`src/rtl/eis_pkg.sv`:
```
// Shared constants, types and helpers of the extended integer sorter.
`default_nettype none
package eis_pkg;

    localparam int CAPACITY_DEF   = 64;
    localparam int VALUE_BITS_DEF = 32;

    localparam logic [1:0] KIND_FINITE     = 2'd0;
    localparam logic [1:0] KIND_MINUS      = 2'd1;
    localparam logic [1:0] KIND_PLUS       = 2'd2;
    // Kind code three is accepted on input and treated as plus infinity.
    localparam logic [1:0] KIND_ALIAS_PLUS = 2'd3;

    // Command broadcast to every cell of the chain.
    typedef struct packed {
        logic insert;
        logic shift;
    } cell_ctrl_t;

    // Rank so that minus infinity < finite < plus infinity.
    function automatic logic [1:0] kind_rank(input logic [1:0] kind);
        logic [1:0] rank;
        unique case (kind)
            KIND_MINUS:  rank = 2'd0;
            KIND_FINITE: rank = 2'd1;
            default:     rank = 2'd2;
        endcase
        return rank;
    endfunction

endpackage
`default_nettype wire

```
`src/rtl/eis_cell.sv`:
```
// One cell of the insertion chain: holds a single element in sorted position.
`default_nettype none
module eis_cell #(
    parameter int VALUE_BITS = eis_pkg::VALUE_BITS_DEF
) (
    input  wire                          clk,
    input  wire                          rst_n,
    input  eis_pkg::cell_ctrl_t          ctrl,
    input  wire  [1:0]                   new_kind,
    input  wire  signed [VALUE_BITS-1:0] new_value,
    input  wire                          prev_lt,
    input  wire                          prev_valid,
    input  wire  [1:0]                   prev_kind,
    input  wire  signed [VALUE_BITS-1:0] prev_value,
    input  wire                          next_valid,
    input  wire  [1:0]                   next_kind,
    input  wire  signed [VALUE_BITS-1:0] next_value,
    output logic                         lt,
    output logic                         valid,
    output logic [1:0]                   kind,
    output logic signed [VALUE_BITS-1:0] value
);
    import eis_pkg::*;

    localparam int KEY_BITS = VALUE_BITS + 2;

    logic                         valid_reg, valid_next;
    logic [1:0]                   kind_reg, kind_next;
    logic signed [VALUE_BITS-1:0] value_reg, value_next;
    logic [KEY_BITS-1:0]          new_key, own_key;

    // Flipping the sign bit turns signed order into unsigned order.
    assign new_key = {kind_rank(new_kind), new_value[VALUE_BITS-1] ^ 1'b1,
                      new_value[VALUE_BITS-2:0]};
    assign own_key = {kind_rank(kind_reg), value_reg[VALUE_BITS-1] ^ 1'b1,
                      value_reg[VALUE_BITS-2:0]};

    // An empty cell counts as larger than any element.
    assign lt = !valid_reg || (new_key < own_key);

    always_comb
    begin
        priority if (ctrl.shift)
        begin
            valid_next = next_valid;
            kind_next  = next_kind;
            value_next = next_value;
        end
        else if (ctrl.insert && prev_lt)
        begin
            // The new element lands further up, so this cell takes its neighbor.
            valid_next = prev_valid;
            kind_next  = prev_kind;
            value_next = prev_value;
        end
        else if (ctrl.insert && lt)
        begin
            valid_next = 1'b1;
            kind_next  = new_kind;
            value_next = new_value;
        end
        else
        begin
            valid_next = valid_reg;
            kind_next  = kind_reg;
            value_next = value_reg;
        end
    end

    always_ff @(posedge clk or negedge rst_n)
    begin
        if (!rst_n)
        begin
            valid_reg <= 1'b0;
        end
        else
        begin
            valid_reg <= valid_next;
        end
    end

    always_ff @(posedge clk)
    begin
        kind_reg  <= kind_next;
        value_reg <= value_next;
    end

    assign valid = valid_reg;
    assign kind  = kind_reg;
    assign value = value_reg;

endmodule
`default_nettype wire

```
`config.mk`:
```
export PLATFORM = sky130hd
export DESIGN_NAME = eis_cell
export DESIGN_NICKNAME = d
export VERILOG_FILES = /design/src/rtl/eis_pkg.sv /design/src/rtl/eis_cell.sv
export SDC_FILE = /design/constraint.sdc
export NUM_CORES = 1
export LEC_CHECK = 0
export ABC_AREA = 1
export BUFFER_PORTS_ARGS = -buffer_cell sky130_fd_sc_hd__buf_2
export CAP_MARGIN = 10
export CORE_MARGIN = 2
export CORE_UTILIZATION = 30
export CTS_CLUSTER_DIAMETER = 80
export DETAILED_ROUTE_END_ITERATION = 6
export GPL_TIMING_DRIVEN = 0
export PLACE_DENSITY = 0.6
export SETUP_SLACK_MARGIN = 0.02
export SYNTH_ARGS = -nofsm -noshare
export SYNTH_HDL_FRONTEND = slang
export SYNTH_SLANG_ARGS = --single-unit
```
`constraint.sdc`:
```
create_clock -name clk -period 2.6 [get_ports clk]
set_clock_uncertainty 0.2 [all_clocks]
set_input_delay 0.13 -clock clk [delete_from_list [all_inputs] [get_ports clk]]
set_output_delay 0.13 -clock clk [all_outputs]
set_load 0.05 [all_outputs]
```
==> results.toml, run 1 <==
[clocking]
cts_buffers = 5
postCtsSetupBuffers = 0
cts_tree = "yes"
clock_path_buffers = 2
clock_sinks = 35
htreeDepth = 2
clkLatencyLatePin_ns = 0.30
hold_buffers = 44
cts_resized = 0
root_buffer = "clkbuf_8"
clkTransAtPathRegs_ns = 0.09

[global_routing]
grt_overflow = 0
grt_max_degree = 35
grt_pass1_vias = 2946
grt_use_total = 0.179
use_met3 = 0.0255
top_usage_layer = "met2"
grt_pass1_wl_um = 13900
met2_usage = 0.318
use_met1 = 0.228
antenna_found_initial = 0

[yosys]
synthAdderAreaFrac = 0.154
syn_nets = 497
synth.avg_cell_area_um2 = 7.57
synth-simple-area-share = 0.251
netlist.area_leader.share = 0.380
synth_largest_area_cell = "edfxtp_1"
synth-xor-area-share = 0
ys_ff_latch = 35
ys_warn_count = 0
yosysUniqueCellTypes = 21
synth_top_family_by_area = "simple AND/OR/NAND/NOR gates"
synth_area_leaders = "edfxtp_1, nand2_1, ha_1, a31oi_1, nor2_1"
synth_compound_area_frac = 0.117
synth_area_um2 = 2690
ys_seq_area_frac = 0.389
synthMuxAreaShare = 0
synthCells = 355

[placed_design]
io_buffers = 144
dp_hpwl_um = 6540
place_congestion = 0.801
preCtsSetupSlack_ns = 0.176
placed_area_um2 = 3590

[drt]
vias_per_cell = 4.53
finalWirelength_um = 8620
wl_per_cell_um = 13.1
drcViolationCount = 0
via_count = 2989
postRouteAntennaNets = 0
dr.pass1.iters = 4
drt_iter0_drc = 56

[sta]
layout_setup_ws_ns = 0.146
final.setup.tns_ns = 0
period_needed_ns = 2.45
maxSlewHeadroom = 0.602
holdWs_ns = -0.00392
finalSetupViolations = 0
slew_viol_final = 0
min_period_over_period = 0.944
worst_pin_slew_ns = 0.596
hold_violations = 2
max_freq_mhz = 407
rsz0062_at_grt = "false"

[setup_path]
worstReg2RegStart = "kind[1]"
crit_arrival_ns = 2.12
r2r_slack_ns = 0.19
cp_max_fo = 3
crit_start = "kind[1]"
cp-end-kind = "output pin"
reg2reg_depth = 13
reg2reg_to = "value[30]"
required_ns = 2.27
worst-setup-path-type = "flip-flop to output pin"
cp-start-kind = "flip-flop"

[job]
maxCapViolCount = 0

[cells_and_area]
largest_reg_flops = 32
postLayoutCellArea_um2 = 4170
synthToLayoutAreaGrowth_pct = 55.2
final_common_cell = "buf_2"
antenna_cells = 0
layout-drive-gt1-share = 0.301
final_cell_mix = "buf_2, nand2_1, nor2_1"
nets = 693
post-route-util = 0.479

[min_path]
min_path_cells = 3
hold_end = "value[17]"
min_path_type = "input port to flip-flop"
hp-start = "next_value[17]"

[power]
leakagePower_nw = 2.18
seqPwrFrac = 0.344
power.clock.fraction = 0.286
p_total_mw = 2.12
p_sw_frac = 0.356
cellPowerDensity_nw_per_um2 = 507
max-vdd-ir-drop_mv = 0.241
intPower_mw = 1.36
p_sw_uw = 753
comb_power_share = 0.370

[floorplanning]
fp.dieH_um = 98.7
dieArea_um2 = 9740
io_pins = 145
coreArea_um2 = 8720
die_w_um = 98.7
initial_core_util = 0.308
rows = 34

[outcome]
violations = "hold timing"
status = "finished with violations"
-- cell usage after synthesis --
| cell type | count |
|---|---|
| a21o_1 | 2 |
| a21oi_1 | 12 |
| a21boi_1 | 1 |
| nor2_2 | 1 |
| nor2_1 | 48 |
| inv_2 | 2 |
| edfxtp_1 | 34 |
| ha_1 | 33 |
| nand2_4 | 1 |
| a31oi_1 | 34 |
| inv_1 | 46 |
| or2_2 | 1 |
| clkbuf_1 | 8 |
| dfrtp_1 | 1 |
| and2_1 | 1 |
| or4_1 | 1 |
| nand2_1 | 114 |
| nand4_1 | 3 |
| buf_2 | 6 |
| nand3_1 | 2 |
| o21ai_0 | 4 |
-- stage by stage --
stage,instances,hold WS (ns)
after floorplan,355,-0.366
after global placement,607,-0.294
after detailed placement,607,-0.291
after CTS,659,0.000730
after global routing,660,0.00726
final,660,-0.00392
-- worst max-delay path: stages, from the launching register on --
cell and delay (ns):
edfxtp_1 0.42, or2_4 0.28, ha_4 0.21, nand4_1 0.10, inv_1 0.07, nand2_1 0.07, inv_1 0.04, nand2_1 0.05
nand2_1 0.04, nor2_1 0.08, nand2_1 0.10, nand2_4 0.08, buf_2 0.28
-- worst max-delay path by stage --
| stage | endpoint | slack (ns) | cells past startpoint |
|---|---|---|---|
| floorplan | kind[0] | 0.01 | 13 |
| global placement | value[26] | 0.18 | 13 |
| detailed placement | value[30] | 0.18 | 13 |
| CTS | lt | 0.11 | 12 |
| global route | lt | 0.02 | 12 |
| finish | lt | 0.15 | 12 |
-- metal layers --
metal  routed length (um)  share of wire  vias up
li1                     -              -     1559
met1                 3800           0.44     1333
met2                 4260           0.49       88
met3                  425          0.049        9
met4                  134          0.016        0
met5                    0              0        -
-- power by group through the flow --
stage / Combinational (mW) / Sequential [mW] / Clock, mW
floorplan: 0.279 / 0.951 / 0
global placement: 0.709 / 0.738 / 0
detailed placement: 0.721 / 0.741 / 0
CTS: 0.789 / 0.728 / 0.614
global route: 0.867 / 0.736 / 0.641
finish: 0.784 / 0.728 / 0.606
-- kinds of logic (layout without fill, tap and decap cells) --
| group | Yosys count | after routing |
|---|---|---|
| and+or+nand+nor | 172 | 172 |
| buffers and inverters | 62 | 259 |
| AOI/OAI and AO/OA | 53 | 53 |
| DFF | 35 | 35 |
| adders and majority gates | 33 | 33 |
-- layout make-up --
| class | instances | area [um2] |
|---|---|---|
| Buffer | 14 | 60.1 |
| Clock buffer | 6 | 72.6 |
| Fill cell | 884 | 4550 |
| Timing Repair Buffer | 189 | 1170 |
| Inverter | 48 | 180 |
| Clock inverter | 2 | 60.1 |
| Multi-Input combinational cell | 258 | 1450 |
| Tap cell | 108 | 135 |
| Sequential cell | 35 | 1050 |
(Power assumes the default switching activity.)
==> run 2: changes to the inputs <==
--- a/config.mk
+++ b/config.mk
@@ -6,8 +6,10 @@
 export NUM_CORES = 1
 export LEC_CHECK = 0
 export ABC_AREA = 1
+export ABC_CLOCK_PERIOD_IN_PS = 2600
 export BUFFER_PORTS_ARGS = -buffer_cell sky130_fd_sc_hd__buf_2
 export CAP_MARGIN = 10
+export CORE_ASPECT_RATIO = 0.9
 export CORE_MARGIN = 2
 export CORE_UTILIZATION = 30
 export CTS_CLUSTER_DIAMETER = 80
==> run 2 against run 1 <==
The run now ends clean; utilization rose by 0.50 points; sequential share of layout area fell by 0.052 points; non-clock buffer count rose by 2; total power fell by 4.6%; count of clock-buffer cells in the layout fell by 1; die area barely moved; cell area rose by 0.21%; fmax rose by 1.5%; combinational power barely moved; highest routed layer unchanged; critical endpoint unchanged.
==> results.toml, run 2 (synthesis results as in run 1) <==
[floorplanning]
coreArea_um2 = 8650
dieArea_um2 = 9740
fp.dieH_um = 93.8
initial_core_util = 0.311
die_w_um = 104
io_pins = 145
rows = 32

[sta]
layout_setup_ws_ns = 0.182
period_needed_ns = 2.42
final.setup.tns_ns = 0
slew_viol_final = 0
hold_violations = 0
maxSlewHeadroom = 0.638
min_period_over_period = 0.930
rsz0062_at_grt = "false"
finalSetupViolations = 0
worst_pin_slew_ns = 0.542
max_freq_mhz = 413

[drt]
finalWirelength_um = 8630
postRouteAntennaNets = 0
vias_per_cell = 4.55
wl_per_cell_um = 12.8
dr.pass1.iters = 7
drcViolationCount = 0
via_count = 3064
drt_iter0_drc = 99

[cells_and_area]
antenna_cells = 0
nets = 695
largest_reg_flops = 32
synthToLayoutAreaGrowth_pct = 55.6
layout-drive-gt1-share = 0.300
final_common_cell = "buf_2"
final_cell_mix = "buf_2, nand2_1, nor2_1"

[setup_path]
reg2reg_depth = 13
cp-start-kind = "flip-flop"
cp_max_fo = 3
worstReg2RegStart = "kind[1]"
reg2reg_to = "value[7]"
required_ns = 2.27
r2r_slack_ns = 0.22
worst-setup-path-type = "flip-flop to output pin"
cp-end-kind = "output pin"
crit_arrival_ns = 2.09

[min_path]
min_path_type = "input port to flip-flop"
min_path_cells = 3
hp-start = "next_value[17]"
hold_end = "value[17]"

[clocking]
cts_buffers = 5
clkLatencyLatePin_ns = 0.29
hold_buffers = 47
postCtsSetupBuffers = 0
htreeDepth = 2
cts_tree = "yes"
clock_path_buffers = 2
cts_resized = 0
clkTransAtPathRegs_ns = 0.08
root_buffer = "clkbuf_8"
clock_sinks = 35

[global_routing]
grt_use_total = 0.181
grt_overflow = 0
antenna_found_initial = 0
grt_pass1_wl_um = 14200
grt_max_degree = 35
grt_pass1_vias = 3081

[power]
max-vdd-ir-drop_mv = 0.192
leakagePower_nw = 2.18
cellPowerDensity_nw_per_um2 = 483

[placed_design]
dp_hpwl_um = 6330
preCtsSetupSlack_ns = 0.213
place_congestion = 0.749
io_buffers = 144

[outcome]
status = "finished clean"

[job]
maxCapViolCount = 0
==> run 2: changes by cell type in the layout (fill, tap and decap cells not counted), sizes merged <==
cell         before  now
clkinv            0    2
bufinv            2    1
clkbuf           14   13
dlygate4sd3      45   47
==> run 2: stage by stage <==
step / std cells / hold slack [ns] / utilization / power, mW / cell area [um2]
2_1_floorplan: 355 / -0.366 / - / 1.23 / 2740
3_3_place_gp: 618 / -0.294 / 0.417 / 1.45 / 3600
3_5_place_dp: 618 / -0.293 / 0.417 / 1.46 / 3600
4_1_cts: 673 / 0.000145 / 0.484 / 2.04 / 4180
5_1_grt: 673 / 0.00701 / 0.484 / 2.14 / 4180
6_report: 673 / 0.000828 / 0.484 / 2.02 / 4180
==> run 2: worst max-delay path: stages, from the launching register on <==
cell	delay (ns)
edfxtp_1	0.40
or2_4	0.27
ha_4	0.21
nand4_1	0.09
inv_1	0.06
nand2_1	0.07
inv_1	0.04
nand2_1	0.06
nand2_1	0.05
nor2_1	0.08
nand2_1	0.10
nand2_4	0.08
buf_2	0.27
==> run 2: final cells by class <==
| cell class | count | area (um2) |
|---|---|---|
| well taps | 119 | 149 |
| clock inverters | 3 | 38.8 |
| plain buffers | 14 | 60.1 |
| repair buffers | 191 | 1190 |
| flip-flops and latches | 35 | 1050 |
| fillers | 901 | 4470 |
| multi-input cells | 258 | 1450 |
| clock buffers | 5 | 68.8 |
| inverters | 48 | 180 |
==> run 2: metal layers <==
| metal | wire length [um] | part of all wire | track usage |
|---|---|---|---|
| met1 | 3960 | 0.46 | 0.226 |
| met5 | 0 | 0 | 0 |
| met3 | 530 | 0.061 | 0.0395 |
| met4 | 109 | 0.013 | 0.0563 |
| met2 | 4030 | 0.47 | 0.316 |
==> run 2: report_power, final <==
part,switching (mW),internal [mW]
Sequential,0.0325,0.696
Clock,0.224,0.281
Combinational,0.500,0.286
==> run 2: worst max-delay path by stage <==
stage               startpoint         to  cells after the start
finish                 kind[1]         lt                     12
global route         value[17]         lt                     10
CTS                    kind[1]         lt                     12
detailed placement     kind[1]  value[16]                     13
global placement       kind[1]  value[18]                     13
floorplan              kind[1]    kind[0]                     13
==> run 3: changes to the inputs <==
--- a/config.mk
+++ b/config.mk
@@ -5,9 +5,8 @@
 export SDC_FILE = /design/constraint.sdc
 export NUM_CORES = 1
 export LEC_CHECK = 0
-export ABC_AREA = 1
 export ABC_CLOCK_PERIOD_IN_PS = 2600
-export BUFFER_PORTS_ARGS = -buffer_cell sky130_fd_sc_hd__buf_2
+export BUFFER_PORTS_ARGS = -buffer_cell sky130_fd_sc_hd__buf_4
 export CAP_MARGIN = 10
 export CORE_ASPECT_RATIO = 0.9
 export CORE_MARGIN = 2
==> run 3 against run 2 <==
The run now ends with setup timing left; sequential share of layout area is 2.6 points lower; flip-flop and latch count unchanged; hold slack better by 0.0021 ns; non-clock buffer count grew 1; worst setup slack worse by 0.25 ns; utilization is 6.0 points higher; global-route usage is 0.90 points lower; critical path type unchanged; critical endpoint unchanged; largest power group unchanged.
==> results.toml, run 3 <==
[yosys]
synth.most_common_cell = "nand2_1"
netlist.area_leader.share = 0.382
ys_seq_area_frac = 0.391
synth-async-reset-ratio = 0.0286
ys_warn_count = 0
ys_ff_latch = 35
synthCells = 273
syn_nets = 415
synth_area_um2 = 2670
yosysUniqueCellTypes = 31
ys_top_cells_by_count = "nand2_1, o21ai_0, edfxtp_1, mux2i_1, ha_1"
synth_area_leaders = "edfxtp_1, ha_1, mux2i_1, o21ai_0, nand2_1"
synth_edf_count = 34
synth_largest_area_cell = "edfxtp_1"
synth.avg_cell_area_um2 = 9.79
ys.flop_type = "edfxtp_1"

[setup_path]
worstReg2RegStart = "kind[1]"
worst-setup-path-type = "flip-flop to output pin"
r2r_slack_ns = 0.03
cp_max_fo = 3
endpoint = "lt"
crit_start = "kind[1]"
required_ns = 2.27
reg2reg_depth = 9
crit_arrival_ns = 2.34
cp-start-kind = "flip-flop"
reg2reg_to = "value[18]"
cp-end-kind = "output pin"

[floorplanning]
fp.dieH_um = 93.5
die_w_um = 103
coreArea_um2 = 8610
dieArea_um2 = 9680
rows = 32
io_pins = 145
initial_core_util = 0.310

[cells_and_area]
largest_reg_flops = 32
postLayoutCellArea_um2 = 4680
antenna_cells = 0
layout-drive-gt1-share = 0.397
final_cell_mix = "buf_4, dlygate4sd3_1, nand2_1"
synthToLayoutAreaGrowth_pct = 75.0
post-route-util = 0.543
nets = 617
final_common_cell = "buf_4"

[drt]
postRouteAntennaNets = 0
wl_per_cell_um = 14.2
drt_iter0_drc = 53
vias_per_cell = 4.63
drcViolationCount = 0
via_count = 2757
finalWirelength_um = 8440
dr.pass1.iters = 4

[clocking]
root_buffer = "clkbuf_8"
htreeDepth = 2
cts_buffers = 5
cts_tree = "yes"
clock_path_buffers = 2
clock_sinks = 35
clkLatencyLatePin_ns = 0.28
clkTransAtPathRegs_ns = 0.07

[global_routing]
grt_pass1_vias = 2747
grt_max_degree = 12
grt_overflow = 0
antenna_found_initial = 0
grt_pass1_wl_um = 12800
grt_use_total = 0.172

[job]
maxCapViolCount = 0

[sta]
max_freq_mhz = 375
maxSlewHeadroom = 0.678
period_needed_ns = 2.67
layout_setup_ws_ns = -0.0661
min_period_over_period = 1.03
hold_violations = 0
finalSetupViolations = 1
rsz0062_at_grt = "true"
worst_pin_slew_ns = 0.483
slew_viol_final = 0

[outcome]
violations = "setup timing"
status = "finished with violations"

[placed_design]
placed_area_um2 = 4010
place_congestion = 0.730
io_buffers = 143
dp_hpwl_um = 6310

[power]
max-vdd-ir-drop_mv = 0.195
leakagePower_nw = 2.32
cellPowerDensity_nw_per_um2 = 436
p_total_mw = 2.04

[min_path]
min_path_type = "input port to flip-flop"
min_path_cells = 3
-- run 3: power by group --
group | switching, mW | internal [mW] | leakage, nW
combinational | 0.503 | 0.414 | 1.92
clock | 0.200 | 0.191 | 0.0395
sequential | 0.0345 | 0.696 | 0.362
total | 0.737 | 1.30 | 2.32
-- run 3: cell type report --
| type | count | area [um2] |
|---|---|---|
| fillers | 800 | 3930 |
| repair buffers | 194 | 1610 |
| multi-input cells | 195 | 1600 |
| flip-flops and latches | 35 | 1050 |
| well taps | 119 | 149 |
| inverters | 32 | 120 |
| clock buffers | 8 | 80.1 |
| plain buffers | 12 | 63.8 |
-- run 3: logic make-up (layout without fill, tap and decap cells) --
family | Yosys count | in the layout | share of synthesized area
muxes | 34 | 34 | 0.127
buffers and inverters | 44 | 246 | 0.0688
and+or+nand+nor | 65 | 65 | 0.130
adders and majority gates | 33 | 33 | 0.154
DFF | 35 | 35 | 0.391
AOI/OAI and AO/OA | 62 | 63 | 0.128
-- run 3: timing repair --
action,CTS,global route
hold buffers,41,1
gates cloned,1,0
hold endpoints to repair,36,1
pin swaps,7,3
gates resized for setup,9,1
endpoints found under the setup margin,35,35
buffers inserted,9,0
-- run 3: worst min-delay path by stage --
stage	startpoint	to	slack, ns
detailed placement	rst_n	valid	-0.29
finish	prev_value[30]	value[30]	0.003
global placement	rst_n	valid	-0.29
global route	prev_value[30]	value[30]	0.006
CTS	prev_value[30]	value[30]	0.001
floorplan	rst_n	valid	-0.37
-- run 3: through the flow --
step                setup TNS, ns  worst slack (ns)  hold WS, ns  cells
floorplan                   -2.71           -0.0798       -0.366    273
global placement            -9.35            -0.277       -0.294    535
detailed placement          -9.18            -0.272       -0.293    535
CTS                         -1.36            -0.153      0.00114    594
global route                -2.99            -0.222      0.00623    595
finish                    -0.0661           -0.0661      0.00296    595
-- run 3: critical path, stage by stage, from the launching register on --
cell      delay, ns
edfxtp_1       0.40
or2_4          0.25
ha_4           0.24
buf_4          0.13
a21oi_1        0.13
nand2_1        0.08
a211oi_2       0.25
and4_4         0.29
nand2b_4       0.13
buf_8          0.14
-- run 3: per-layer routing --
| layer | global-route usage | part of all wire | vias up | wire length, um |
|---|---|---|---|---|
| met4 | 0.0340 | 0.0045 | 0 | 38 |
| li1 | - | - | 1380 | - |
| met3 | 0.0493 | 0.070 | 4 | 587 |
| met2 | 0.297 | 0.48 | 97 | 4090 |
| met1 | 0.212 | 0.44 | 1276 | 3720 |
| met5 | 0 | 0 | - | 0 |
